**config.mk**
```make
export PLATFORM = sky130hd
export DESIGN_NAME = buffer_fill_pi_rate_controller_unit
export DESIGN_NICKNAME = d
export VERILOG_FILES = /design/src/design/bfpi_pkg.sv /design/src/design/bfpi_regs.sv /design/src/design/bfpi_integ.sv /design/src/design/bfpi_gain.sv /design/src/design/bfpi_slew.sv /design/src/design/buffer_fill_pi_rate_controller_unit.sv
export VERILOG_INCLUDE_DIRS = /design/src /design/src/design
export SDC_FILE = /design/constraint.sdc
export NUM_CORES = 2
export LEC_CHECK = 0
export BUFFER_PORTS_ARGS = -buffer_cell sky130_fd_sc_hd__buf_4
export CORE_MARGIN = 4
export CORE_UTILIZATION = 56
export CTS_BUF_LIST = sky130_fd_sc_hd__clkbuf_8
export DETAILED_ROUTE_END_ITERATION = 8
export PLACE_DENSITY_LB_ADDON = 0.2
export SETUP_SLACK_MARGIN = 0.1
export SLEW_MARGIN = 10
export SYNTH_ARGS = -nofsm -noshare
export SYNTH_HDL_FRONTEND = slang
export SYNTH_HIERARCHICAL = 1
export SYNTH_SLANG_ARGS = --single-unit
```
**constraint.sdc**
```tcl
create_clock -name i_clk -period 18.2 [get_ports i_clk]
set_input_delay 0.91 -clock i_clk [delete_from_list [all_inputs] [get_ports i_clk]]
set_output_delay 0.91 -clock i_clk [all_outputs]
set_load 0.02 [all_outputs]
```
**src/design/buffer_fill_pi_rate_controller_unit_assert.svh**
```systemverilog
// Assertion macros used by the rate controller top level.
`ifndef BUFFER_FILL_PI_RATE_CONTROLLER_UNIT_ASSERT_SVH
`define BUFFER_FILL_PI_RATE_CONTROLLER_UNIT_ASSERT_SVH

// Same-cycle implication, disabled while reset is asserted.
`define BFPI_ASSERT_NOW(label, clk, rst_n, ante, cons) \
    label: assert property (@(posedge clk) disable iff (!rst_n) (ante) |-> (cons)) \
        else $error("bfpi assertion failed");

// Next-cycle implication, disabled while reset is asserted.
`define BFPI_ASSERT_NEXT(label, clk, rst_n, ante, cons) \
    label: assert property (@(posedge clk) disable iff (!rst_n) (ante) |=> (cons)) \
        else $error("bfpi assertion failed");

`endif

```
**src/design/bfpi_pkg.sv**
```systemverilog
// Shared types, register codes, reset values and the clamp helper.
package bfpi_pkg;

    typedef enum logic [2:0] {
        REG_TARGET_FILL    = 3'd0,
        REG_UPDATE_INTERVAL = 3'd1,
        REG_PROP_GAIN      = 3'd2,
        REG_INTEG_GAIN     = 3'd3,
        REG_INTEGRAL_LIMIT = 3'd4,
        REG_ADJUST_LIMIT   = 3'd5,
        REG_STEP_LIMIT     = 3'd6,
        REG_RATE_LIMIT     = 3'd7
    } t_reg_idx;

    localparam logic [19:0] RST_TARGET_FILL     = 20'd0;
    localparam logic [15:0] RST_UPDATE_INTERVAL = 16'd20;
    localparam logic [15:0] RST_PROP_GAIN       = 16'd500;
    localparam logic [15:0] RST_INTEG_GAIN      = 16'd5;
    localparam logic [19:0] RST_INTEGRAL_LIMIT  = 20'd12000;
    localparam logic [15:0] RST_ADJUST_LIMIT    = 16'd1200;
    localparam logic [15:0] RST_STEP_LIMIT      = 16'd150;
    localparam logic [15:0] RST_RATE_LIMIT      = 16'd20000;

    typedef struct packed {
        logic [19:0] target_fill_frames;
        logic [15:0] update_interval_ms;
        logic [15:0] prop_gain_ppm;
        logic [15:0] integ_gain_ppm;
        logic [19:0] integral_limit;
        logic [15:0] adjust_limit_ppm;
        logic [15:0] step_limit_ppm;
        logic [15:0] rate_limit_ppm;
    } t_cfg;

    // error and clamped integral of one controller step
    typedef struct packed {
        logic               valid;
        logic signed [20:0] err;
        logic signed [21:0] integ;
    } t_step;

    // clamped PI adjustment
    typedef struct packed {
        logic               valid;
        logic signed [16:0] adj;
    } t_adj;

    // symmetric clamp to +-lim
    function automatic logic signed [39:0] f_clamp(
        input logic signed [39:0] v,
        input logic [19:0]        lim
    );
        logic signed [39:0] l;
        l = $signed({20'd0, lim});
        if (v > l) begin
            return l;
        end else if (v < -l) begin
            return -l;
        end
        return v;
    endfunction

endpackage

```
**src/design/bfpi_regs.sv**
```systemverilog
// APB-style configuration register file.
module bfpi_regs (
    input  logic              i_clk,
    input  logic              i_rst_n,
    input  logic              psel,
    input  logic              penable,
    input  logic              pwrite,
    input  logic [4:0]        paddr,
    input  logic [31:0]       pwdata,
    output logic [31:0]       prdata,
    output logic              pready,
    output bfpi_pkg::t_cfg    o_cfg
);

    bfpi_pkg::t_cfg   r_cfg;
    bfpi_pkg::t_reg_idx w_idx;
    logic             w_wr;

    assign w_idx  = bfpi_pkg::t_reg_idx'(paddr[4:2]);
    assign w_wr   = psel && penable && pwrite;
    assign pready = 1'b1;
    assign o_cfg  = r_cfg;

    always_ff @(posedge i_clk) begin
        if (!i_rst_n) begin
            r_cfg.target_fill_frames <= bfpi_pkg::RST_TARGET_FILL;
            r_cfg.update_interval_ms <= bfpi_pkg::RST_UPDATE_INTERVAL;
            r_cfg.prop_gain_ppm      <= bfpi_pkg::RST_PROP_GAIN;
            r_cfg.integ_gain_ppm     <= bfpi_pkg::RST_INTEG_GAIN;
            r_cfg.integral_limit     <= bfpi_pkg::RST_INTEGRAL_LIMIT;
            r_cfg.adjust_limit_ppm   <= bfpi_pkg::RST_ADJUST_LIMIT;
            r_cfg.step_limit_ppm     <= bfpi_pkg::RST_STEP_LIMIT;
            r_cfg.rate_limit_ppm     <= bfpi_pkg::RST_RATE_LIMIT;
        end else if (w_wr) begin
            case (w_idx)
                bfpi_pkg::REG_TARGET_FILL:     r_cfg.target_fill_frames <= pwdata[19:0];
                bfpi_pkg::REG_UPDATE_INTERVAL: r_cfg.update_interval_ms <= pwdata[15:0];
                bfpi_pkg::REG_PROP_GAIN:       r_cfg.prop_gain_ppm      <= pwdata[15:0];
                bfpi_pkg::REG_INTEG_GAIN:      r_cfg.integ_gain_ppm     <= pwdata[15:0];
                bfpi_pkg::REG_INTEGRAL_LIMIT:  r_cfg.integral_limit     <= pwdata[19:0];
                bfpi_pkg::REG_ADJUST_LIMIT:    r_cfg.adjust_limit_ppm   <= pwdata[15:0];
                bfpi_pkg::REG_STEP_LIMIT:      r_cfg.step_limit_ppm     <= pwdata[15:0];
                bfpi_pkg::REG_RATE_LIMIT:      r_cfg.rate_limit_ppm     <= pwdata[15:0];
                default: ;
            endcase
        end
    end

    always_comb begin
        case (w_idx)
            bfpi_pkg::REG_TARGET_FILL:     prdata = {12'd0, r_cfg.target_fill_frames};
            bfpi_pkg::REG_UPDATE_INTERVAL: prdata = {16'd0, r_cfg.update_interval_ms};
            bfpi_pkg::REG_PROP_GAIN:       prdata = {16'd0, r_cfg.prop_gain_ppm};
            bfpi_pkg::REG_INTEG_GAIN:      prdata = {16'd0, r_cfg.integ_gain_ppm};
            bfpi_pkg::REG_INTEGRAL_LIMIT:  prdata = {12'd0, r_cfg.integral_limit};
            bfpi_pkg::REG_ADJUST_LIMIT:    prdata = {16'd0, r_cfg.adjust_limit_ppm};
            bfpi_pkg::REG_STEP_LIMIT:      prdata = {16'd0, r_cfg.step_limit_ppm};
            bfpi_pkg::REG_RATE_LIMIT:      prdata = {16'd0, r_cfg.rate_limit_ppm};
            default:                       prdata = 32'd0;
        endcase
    end

endmodule

```
**src/design/bfpi_integ.sv**
```systemverilog
// Step gating on the update interval, error and clamped integral.
module bfpi_integ (
    input  logic                 i_clk,
    input  logic                 i_rst_n,
    input  logic                 i_adv,
    input  logic                 i_valid,
    input  logic [19:0]          i_fill,
    input  logic [31:0]          i_time,
    input  bfpi_pkg::t_cfg       i_cfg,
    output bfpi_pkg::t_step      o_step
);

    logic [31:0]        r_last_time;
    logic               r_has_stepped;
    logic signed [21:0] r_integ;
    bfpi_pkg::t_step    r_step;

    logic [31:0]        w_elapsed;
    logic               w_go;
    logic signed [20:0] w_err;
    logic signed [22:0] w_sum;
    logic signed [39:0] w_clamped;

    // elapsed time wraps mod 2^32
    assign w_elapsed = i_time - r_last_time;
    assign w_go      = i_valid &&
                       (!r_has_stepped || (w_elapsed >= {16'd0, i_cfg.update_interval_ms}));
    assign w_err     = $signed({1'b0, i_fill}) - $signed({1'b0, i_cfg.target_fill_frames});
    assign w_sum     = $signed({r_integ[21], r_integ}) + $signed({{2{w_err[20]}}, w_err});
    assign w_clamped = bfpi_pkg::f_clamp($signed({{17{w_sum[22]}}, w_sum}),
                                         i_cfg.integral_limit);
    assign o_step    = r_step;

    always_ff @(posedge i_clk) begin
        if (!i_rst_n) begin
            r_last_time   <= 32'd0;
            r_has_stepped <= 1'b0;
            r_integ       <= 22'sd0;
            r_step.valid  <= 1'b0;
        end else if (i_adv) begin
            r_step.valid <= w_go;
            r_step.err   <= w_err;
            r_step.integ <= w_clamped[21:0];
            if (w_go) begin
                r_last_time   <= i_time;
                r_has_stepped <= 1'b1;
                r_integ       <= w_clamped[21:0];
            end
        end
    end

endmodule

```
**src/design/bfpi_gain.sv**
```systemverilog
// Proportional and integral products, then the clamped adjustment.
module bfpi_gain (
    input  logic             i_clk,
    input  logic             i_rst_n,
    input  logic             i_adv,
    input  bfpi_pkg::t_step  i_step,
    input  bfpi_pkg::t_cfg   i_cfg,
    output bfpi_pkg::t_adj   o_adj
);

    logic               r_prod_valid;
    logic signed [37:0] r_prod_p;
    logic signed [38:0] r_prod_i;
    bfpi_pkg::t_adj     r_adj;

    logic signed [37:0] w_prod_p;
    logic signed [38:0] w_prod_i;
    logic signed [39:0] w_sum;
    logic signed [39:0] w_clamped;

    assign w_prod_p  = $signed({1'b0, i_cfg.prop_gain_ppm}) * i_step.err;
    assign w_prod_i  = $signed({1'b0, i_cfg.integ_gain_ppm}) * i_step.integ;
    assign w_sum     = $signed({{2{r_prod_p[37]}}, r_prod_p}) +
                       $signed({r_prod_i[38], r_prod_i});
    assign w_clamped = bfpi_pkg::f_clamp(w_sum, {4'd0, i_cfg.adjust_limit_ppm});
    assign o_adj     = r_adj;

    always_ff @(posedge i_clk) begin
        if (!i_rst_n) begin
            r_prod_valid <= 1'b0;
            r_adj.valid  <= 1'b0;
        end else if (i_adv) begin
            r_prod_valid <= i_step.valid;
            r_prod_p     <= w_prod_p;
            r_prod_i     <= w_prod_i;
            r_adj.valid  <= r_prod_valid;
            r_adj.adj    <= w_clamped[16:0];
        end
    end

endmodule

```
**src/design/bfpi_slew.sv**
```systemverilog
// Slew limit, hard clamp, change test and the result register.
module bfpi_slew (
    input  logic               i_clk,
    input  logic               i_rst_n,
    input  logic               i_adv,
    input  bfpi_pkg::t_adj     i_adj,
    input  bfpi_pkg::t_cfg     i_cfg,
    output logic               o_valid,
    output logic signed [16:0] o_rate
);

    logic signed [17:0] r_last;
    logic               r_valid;
    logic signed [16:0] r_rate;

    logic signed [39:0] w_last;
    logic signed [39:0] w_delta;
    logic signed [39:0] w_cmd;
    logic signed [39:0] w_diff;
    logic               w_move;

    assign w_last  = $signed({{22{r_last[17]}}, r_last});
    assign w_delta = bfpi_pkg::f_clamp($signed({{23{i_adj.adj[16]}}, i_adj.adj}) - w_last,
                                       {4'd0, i_cfg.step_limit_ppm});
    // hard clamp comes last and wins over the slew limit
    assign w_cmd   = bfpi_pkg::f_clamp(w_last + w_delta, {4'd0, i_cfg.rate_limit_ppm});
    assign w_diff  = w_cmd - w_last;
    assign w_move  = i_adj.valid && ((w_diff > 40'sd1) || (w_diff < -40'sd1));
    assign o_valid = r_valid;
    assign o_rate  = r_rate;

    always_ff @(posedge i_clk) begin
        if (!i_rst_n) begin
            r_valid <= 1'b0;
            r_last  <= 18'sd0;
        end else if (i_adv) begin
            r_valid <= w_move;
            if (w_move) begin
                r_last <= w_cmd[17:0];
                r_rate <= w_cmd[16:0];
            end
        end
    end

endmodule

```
**src/design/buffer_fill_pi_rate_controller_unit.sv**
```systemverilog
// Buffer-fill PI rate controller: input register, three compute stages, result register.
// A request that causes a result passes the input, integ, product and adjustment registers before o_out_valid.
// Throughput: one request per cycle; the whole pipeline advances together and holds
// only while the result register is full and not taken.
// Requests too early for a step, or whose command moves by at most 1 ppm, give no result.
// Reset (i_rst_n low, synchronous) loads register defaults and clears the valid flags and controller loop state.
module buffer_fill_pi_rate_controller_unit (
    input  logic               i_clk,
    input  logic               i_rst_n,
    // measurement requests
    input  logic               i_in_valid,
    output logic               o_in_ready,
    input  logic [19:0]        i_queued_frames,
    input  logic [31:0]        i_time_ms,
    // rate command results
    output logic               o_out_valid,
    input  logic               i_out_ready,
    output logic signed [16:0] o_rate_offset_ppm,
    // configuration
    input  logic               psel,
    input  logic               penable,
    input  logic               pwrite,
    input  logic [4:0]         paddr,
    input  logic [31:0]        pwdata,
    output logic [31:0]        prdata,
    output logic               pready
);

    bfpi_pkg::t_cfg  w_cfg;
    bfpi_pkg::t_step w_step;
    bfpi_pkg::t_adj  w_adj;
    logic            w_adv;

    // input register
    logic            r_in_valid;
    logic [19:0]     r_in_fill;
    logic [31:0]     r_in_time;

    // Every stage moves when the result slot is empty or being drained. A request
    // that leaves no result just flows through as a bubble.
    assign w_adv      = !o_out_valid || i_out_ready;
    assign o_in_ready = w_adv;

    always_ff @(posedge i_clk) begin
        if (!i_rst_n) begin
            r_in_valid <= 1'b0;
        end else if (w_adv) begin
            r_in_valid <= i_in_valid;
            r_in_fill  <= i_queued_frames;
            r_in_time  <= i_time_ms;
        end
    end

    bfpi_regs u_regs (
        .i_clk   (i_clk),
        .i_rst_n (i_rst_n),
        .psel    (psel),
        .penable (penable),
        .pwrite  (pwrite),
        .paddr   (paddr),
        .pwdata  (pwdata),
        .prdata  (prdata),
        .pready  (pready),
        .o_cfg   (w_cfg)
    );

    // interval gate, error, integral (integral and step time loops close through their own registers)
    bfpi_integ u_integ (
        .i_clk   (i_clk),
        .i_rst_n (i_rst_n),
        .i_adv   (w_adv),
        .i_valid (r_in_valid),
        .i_fill  (r_in_fill),
        .i_time  (r_in_time),
        .i_cfg   (w_cfg),
        .o_step  (w_step)
    );

    // two registered products, then sum and adjustment clamp
    bfpi_gain u_gain (
        .i_clk   (i_clk),
        .i_rst_n (i_rst_n),
        .i_adv   (w_adv),
        .i_step  (w_step),
        .i_cfg   (w_cfg),
        .o_adj   (w_adj)
    );

    // slew against the last command; last command loop closes here
    bfpi_slew u_slew (
        .i_clk   (i_clk),
        .i_rst_n (i_rst_n),
        .i_adv   (w_adv),
        .i_adj   (w_adj),
        .i_cfg   (w_cfg),
        .o_valid (o_out_valid),
        .o_rate  (o_rate_offset_ppm)
    );

`include "buffer_fill_pi_rate_controller_unit_assert.svh"

    // a stalled result freezes the input side
    `BFPI_ASSERT_NOW(a_stall_blocks_input, i_clk, i_rst_n, o_out_valid && !i_out_ready, !o_in_ready)
    // a new result comes only from a valid adjustment stage
    `BFPI_ASSERT_NOW(a_result_source, i_clk, i_rst_n, $rose(o_out_valid), $past(w_adj.valid))
    // the command never exceeds the hard clamp
    `BFPI_ASSERT_NOW(a_rate_in_limit, i_clk, i_rst_n, o_out_valid, (o_rate_offset_ppm <= $signed({1'b0, w_cfg.rate_limit_ppm})) && (o_rate_offset_ppm >= -$signed({1'b0, w_cfg.rate_limit_ppm})))

endmodule
```
=== Yosys cells after proc, flatten, opt, wreduce, memory -nomap -nowiden ===
Cells that the tools add are included.

* Mux-type cells: 21
* Multiply operators: 2
* $lt $le $gt $ge: 11
* Add/subtract/negate cells: 11
* Equality and inequality tests: 7
* Reductions and logical operators: 22

{| class="wikitable"
|+ Operators with widths
! operator !! count
|-
| $pmux W32 S8 || 1
|-
| $mux W40 || 6
|-
| $gt A40 B17 Y1 || 3
|-
| $lt A40 B40 Y1 || 3
|-
| $neg A16 Y40 || 3
|-
| $mux W22 || 3
|-
| $mux W17 || 3
|-
| $add A18 B40 Y40 || 1
|-
| $add A38 B39 Y40 || 1
|-
| $gt A40 B2 Y1 const B || 1
|-
| $lt A23 B40 Y1 || 1
|-
| $lt A40 B1 Y1 const B || 1
|-
| $neg A20 Y40 || 1
|-
| $sub A40 B18 Y40 || 1
|-
| $mul A17 B22 Y39 || 1
|-
| $mul A17 B21 Y38 || 1
|-
| $ge A32 B16 Y1 || 1
|-
| $sub A32 B32 Y32 || 1
|-
| $add A22 B21 Y23 || 1
|-
| $gt A23 B21 Y1 || 1
|-
| $reduce_and A2 Y1 || 11
|-
| $sub A20 B20 Y21 || 1
|-
| $sub A17 B18 Y19 || 1
|-
| $eq A3 B3 Y1 const B || 4
|-
| 8 further kinds || 22
|}

* Input port bits: 96
* Bits in registers: 420
* Logic and storage cells: 99

=== Logic depth before layout (Yosys ltp) ===
* Depth after elaboration: 15
* Gate-level depth with buffers: 67
* Mapped depth without buffers: 62

=== Modules after synthesis ===
The synthesis kept the hierarchy.

{| class="wikitable"
|+ Modules (own cells, without submodules)
! module !! area each (µm²) !! cells an instance !! seq. area each (µm²) !! instances
|-
| bfpi_gain || 33414.5 || 3716 || 2862.7 || 1
|-
| bfpi_slew || 11752.5 || 1654 || 890.9 || 1
|-
| bfpi_integ || 9641.7 || 1152 || 2412.3 || 1
|-
| bfpi_regs || 6501.2 || 805 || 2722.6 || 1
|-
| buffer_fill_pi_rate_controller_unit || 1620.3 || 58 || 1581.5 || 1
|}

=== Worst setup path before layout ===
OpenSTA, ideal clock, no wires.

* Kind: flip-flop to flip-flop
* From: register u_slew.r_last[1]
* To: register u_slew.r_rate[0] (netlist: u_slew/o_rate[0]) (enable)
* Library setup time: 0.397 ns
* Period minus slack after synthesis: 13.786 ns
* Slack: 4.414 ns
* Arrival time: 13.390 ns
* Stages on the path, launching flop included: 61
* Buffers on the path: 4
* Path through: dfxtp_1 inv_1 ha_1 nor2b_1 o21ai_0 a21boi_0 o21ai_0 a21boi_0 o41a_1 a21o_1 xor2_1 ha_1 a21o_1 a21o_1 a21o_1 a21oi_1 nor2b_1 o21ai_0 (+25 left out) buf_2 clkbuf_1 a21oi_1 o22ai_1 ha_1 and2_1 a221o_1 a2111oi_2 a211oi_1 o21a_1 o21a_1 o211ai_1 nor2_1 o21a_1 a211o_1 or3_4 buf_8 a21oi_1

* Word-level cells in the longest chain between the ends: 15
* Elaborated cells on any way between the ends: 20

{| class="wikitable"
|+ Ends and longest elaborated chain
! item !! RTL line !! source
|-
| start, declared || bfpi_slew.sv:12 || <nowiki>logic signed [17:0] r_last;</nowiki>
|-
| start signal, assigned || bfpi_slew.sv:39 || <nowiki>r_last <= w_cmd[17:0];</nowiki>
|-
| $sub A17 B18 Y19 || bfpi_slew.sv:23 || <nowiki>assign w_delta = bfpi_pkg::f_clamp($signed({{23{i_adj.adj[16]}}, i_adj.adj}) - w_last,</nowiki>
|-
| $lt A40 B40 Y1 || bfpi_pkg.sv:57 || <nowiki>end else if (v < -l) begin</nowiki>
|-
| $mux W1 || bfpi_pkg.sv:57 ||
|-
| $mux W1 || bfpi_pkg.sv:55 || <nowiki>if (v > l) begin</nowiki>
|-
| $mux W40 || bfpi_pkg.sv:60 || <nowiki>return v;</nowiki>
|-
| $add A18 B40 Y40 * || bfpi_slew.sv:26 || <nowiki>assign w_cmd = bfpi_pkg::f_clamp(w_last + w_delta, {4'd0, i_cfg.rate_limit_ppm});</nowiki>
|-
| $lt A40 B40 Y1 || bfpi_pkg.sv:57 ||
|-
| $mux W1 || bfpi_pkg.sv:57 ||
|-
| $mux W1 || bfpi_pkg.sv:55 ||
|-
| $mux W40 * || bfpi_pkg.sv:60 ||
|-
| net u_slew.w_cmd[8] || bfpi_slew.sv:18 || <nowiki>logic signed [39:0] w_cmd;</nowiki>
|-
| $sub A40 B18 Y40 * || bfpi_slew.sv:27 || <nowiki>assign w_diff = w_cmd - w_last;</nowiki>
|-
| $gt A40 B2 Y1 / $lt A40 B1 Y1 (equally long branches) || bfpi_slew.sv:28 || <nowiki>assign w_move = i_adj.valid && ((w_diff > 40'sd1) || (w_diff < -40'sd1));</nowiki>
|-
| $logic_or A1 B1 Y1 * || bfpi_slew.sv:28 ||
|-
| $logic_and A1 B1 Y1 * || bfpi_slew.sv:28 ||
|-
| $reduce_and A3 Y1 (no line) * || -- ||
|-
| end signal, assigned || bfpi_slew.sv:40 || <nowiki>r_rate <= w_cmd[16:0];</nowiki>
|-
| end, declared || bfpi_slew.sv:14 || <nowiki>logic signed [16:0] r_rate;</nowiki>
|}

Mark *: on every way through the listed nets, which the timed path passes. The rest lies on a longest branch.
A chain may end at the register's enable or synchronous reset.

=== Worst setup path in the final report ===
* From: register u_slew.r_last[0]
* To: register u_slew.r_rate[2] (netlist: u_slew/o_rate[2]) (enable)

The elaborated chain is that of the path after synthesis.

==> results.sh <==
export IMPL_status="finished clean"
export IMPL_critical_path_arrival_ps=17390
export IMPL_postCtsHoldBufs=0
export IMPL_overflow=0
export IMPL_chipWidth_um=343
export IMPL_dp_hpwl_mm=148
export IMPL_cts_made_buffers=70
export IMPL_clockRootBuffer="clkbuf_8"
export IMPL_final_common_cell="inv_1"
export IMPL_min_delay_start="i_time_ms[24]"
export IMPL_netlist_top_cells_area="fa_1, ha_1, edfxtp_1"
export IMPL_portBuffers=120
export IMPL_fmax_mhz=58.9
export IMPL_grt_pass1_vias=52200
export IMPL_synth_area_per_cell_um2=8.52
export IMPL_synth_main_ff_cell="dfxtp_1"
export IMPL_hold_depth=1
export IMPL_synth_xor_area_share=0.0363
export IMPL_final_setup_viol_count=0
export IMPL_tritoncts="built"
export IMPL_period_needed_ps=16980
export IMPL_hold_end="r_in_time[24]"
export IMPL_slew_violations=0
export IMPL_grt_max_degree=103
export IMPL_skew_ps=42.3
export IMPL_num_rows=122
export IMPL_grt_pass1_wl_mm=291
export IMPL_path_delay_family="compound AO/OA/AOI/OAI gates"
export IMPL_drtIter0Drc=4894
export IMPL_start_kind="flop"
export IMPL_syn_instance_count=7385
export IMPL_r2r_end="u_slew/o_rate[2]"
export IMPL_core_um2=111000
export IMPL_layout_common_cells="inv_1, nand2_1, fa_1"
export IMPL_htree_levels=3
export IMPL_synth_top_area_cell="fa_1"
export IMPL_r2r_start="u_slew/r_last[0]"
export IMPL_synth_seq_area_share=0.166
export IMPL_synthAdderAreaFrac=0.342
export IMPL_gp_congestion=0.984
export IMPL_start_util=0.566
export IMPL_clkSlewWorstSetupHoldPaths_ps=70
export IMPL_drv_cap=0
export IMPL_clock_path_buffers=3
export IMPL_cp_max_fo=26
export IMPL_synth_top_family_by_area="adder cells"
export IMPL_wl_per_cell_um=20.8
export IMPL_antenna_found_initial=10
export IMPL_drt_pass1_iterations=6
export IMPL_routed_via_density=5.95
export IMPL_area_growth_pct=5.02
export IMPL_hold_violations=0
export IMPL_ant_nets=0
export IMPL_end_kind="flop"
export IMPL_hold_path_class="primary input to flop"
export IMPL_muxShareOfSynthArea=0.0201
export IMPL_fin_tns_setup_ps=0
export IMPL_yosysWarnings=6
export IMPL_cts_sinks=420
export IMPL_r2r_cells=56
export IMPL_nNetsFinal=8715
export IMPL_final_period_utilization=0.933
export IMPL_die_h_um=343
export IMPL_dieArea_um2=118000
export IMPL_rsz0062_at_grt="no"
export IMPL_drc=0
export IMPL_synth_top_area_frac=0.220
export IMPL_crit_buf_inv=2
export IMPL_async_flop_share=0
export IMPL_grt_usage=0.314
export IMPL_drive_gt1_frac=0.0616
export IMPL_crit_required_ps=18610
export IMPL_ys_types=134
export IMPL_crit_slowest_cell="a31oi_1"
export IMPL_netlist_area_um2=62900
export IMPL_reg2reg_slack_ps=1220
export IMPL_wl_mm=185
export IMPL_synth_compound_area_frac=0.157
export IMPL_synth_seq_cells=420
export IMPL_io_pin_count=148
export IMPL_tightest_slew_ps=1240
export IMPL_slowest_delay_ps=680
export IMPL_clock_latency_ps=710
export IMPL_yosys_area_share_simple=0.184
export IMPL_path_common_cell="ha_1"
export IMPL_slew_limit_headroom=0.168
export IMPL_path_class="flop to flop"
export IMPL_synth_edf_count=206
export IMPL_vias=52700
## through the flow
step                      setup slack, ps  hold slack (ps)  instance area [um^2]   util  cells
after floorplan                      4410              435                 63000      -   7396
after global placement               1820              444                 64700  0.582   8729
after detailed placement             1480              449                 64700  0.582   8729
after CTS                            1340              293                 66100  0.594   8858
after global routing                  238              316                 66100  0.595   8859
final                                1220              355                 66100  0.595   8865
## synthesized netlist by cell type, types with 42 or more instances
cell	instances
a21oi_1	362
ha_1	615
xnor2_1	192
a211oi_1	49
o211ai_1	43
a21boi_0	124
nand2b_1	65
nand3_1	124
dfxtp_1	214
edfxtp_1	206
nand2_1	943
clkbuf_1	226
a31oi_1	42
nand4_1	72
nor2_1	367
and2_1	320
inv_1	1156
fa_1	691
buf_2	58
and3_1	77
o21a_1	72
xor2_1	69
nor3_1	110
nor4_1	44
o21ai_0	192
nor2b_1	56
a21o_1	135
mux2i_1	105
## sequential cells by signal (all words and copies together) (netlist names), 17 cells and up
signal               flops
u_slew/o_rate           17
r_in_fill               20
u_gain/o_adj            18
u_slew/r_last           18
u_integ/r_integ         22
u_integ/o_step          44
u_gain/r_prod_p         38
u_integ/r_last_time     32
u_gain/r_prod_i         39
u_regs/o_cfg           136
r_in_time               32
## worst register-to-register path, delay by kind of cell, from the launching register on
family	cells	cell delay (ps)
AND/OR/NAND/NOR	18	5020
XOR/XNOR	2	530
AO/OA/AOI/OAI	28	8080
flip-flops	1	380
adder cells (fa/ha/maj)	6	2160
buffers and inverters	2	510
## logic make-up after synthesis
kind of cell	count (synthesis)
buffers and inverters	1497
DFF	420
other	2
AOI/OAI and AO/OA	1422
adders and majority gates	1307
muxes	122
xor gates and xnor gates	261
and+or+nand+nor	2354
## area by class of cell
type	count	area (um^2)
Fill cell	10000	45000
Sequential cell	420	10500
Timing Repair Buffer	177	1330
Inverter	1165	4370
Clock buffer	78	1070
Multi-Input combinational cell	5479	46600
Clock inverter	51	323
Tap cell	1488	1860
Antenna cell	7	17.5
## timing repair
item | 4_1_cts | 5_1_grt
buffers inserted | 0 | 0
resized for setup | 0 | 2
endpoints found under the setup margin | 0 | 18
## worst max-delay path by stage
stage / from / endpoint / slack [ps] / depth (start not counted)
3_3_place_gp: u_slew/r_last[0] / u_slew/o_rate[16] / 1820 / 57
2_1_floorplan: u_slew/r_last[1] / u_slew/o_rate[0] / 4410 / 60
6_report: u_slew/r_last[0] / u_slew/o_rate[2] / 1220 / 56
3_5_place_dp: u_slew/r_last[0] / u_slew/o_rate[15] / 1480 / 57
5_1_grt: u_slew/r_last[0] / u_slew/o_rate[2] / 240 / 57
4_1_cts: u_slew/r_last[0] / u_slew/o_rate[2] / 1340 / 57
## routing by layer
metal,GRT usage,vias up,routed length [um]
met5,0,-,0
met4,0.107,0,6890
met3,0.0605,323,15900
met2,0.500,1999,83100
li1,-,24500,-
met1,0.433,25900,78800
Power is not shown: default switching activity piles up to over one toggle a cycle in this logic, so the estimate is an artifact.
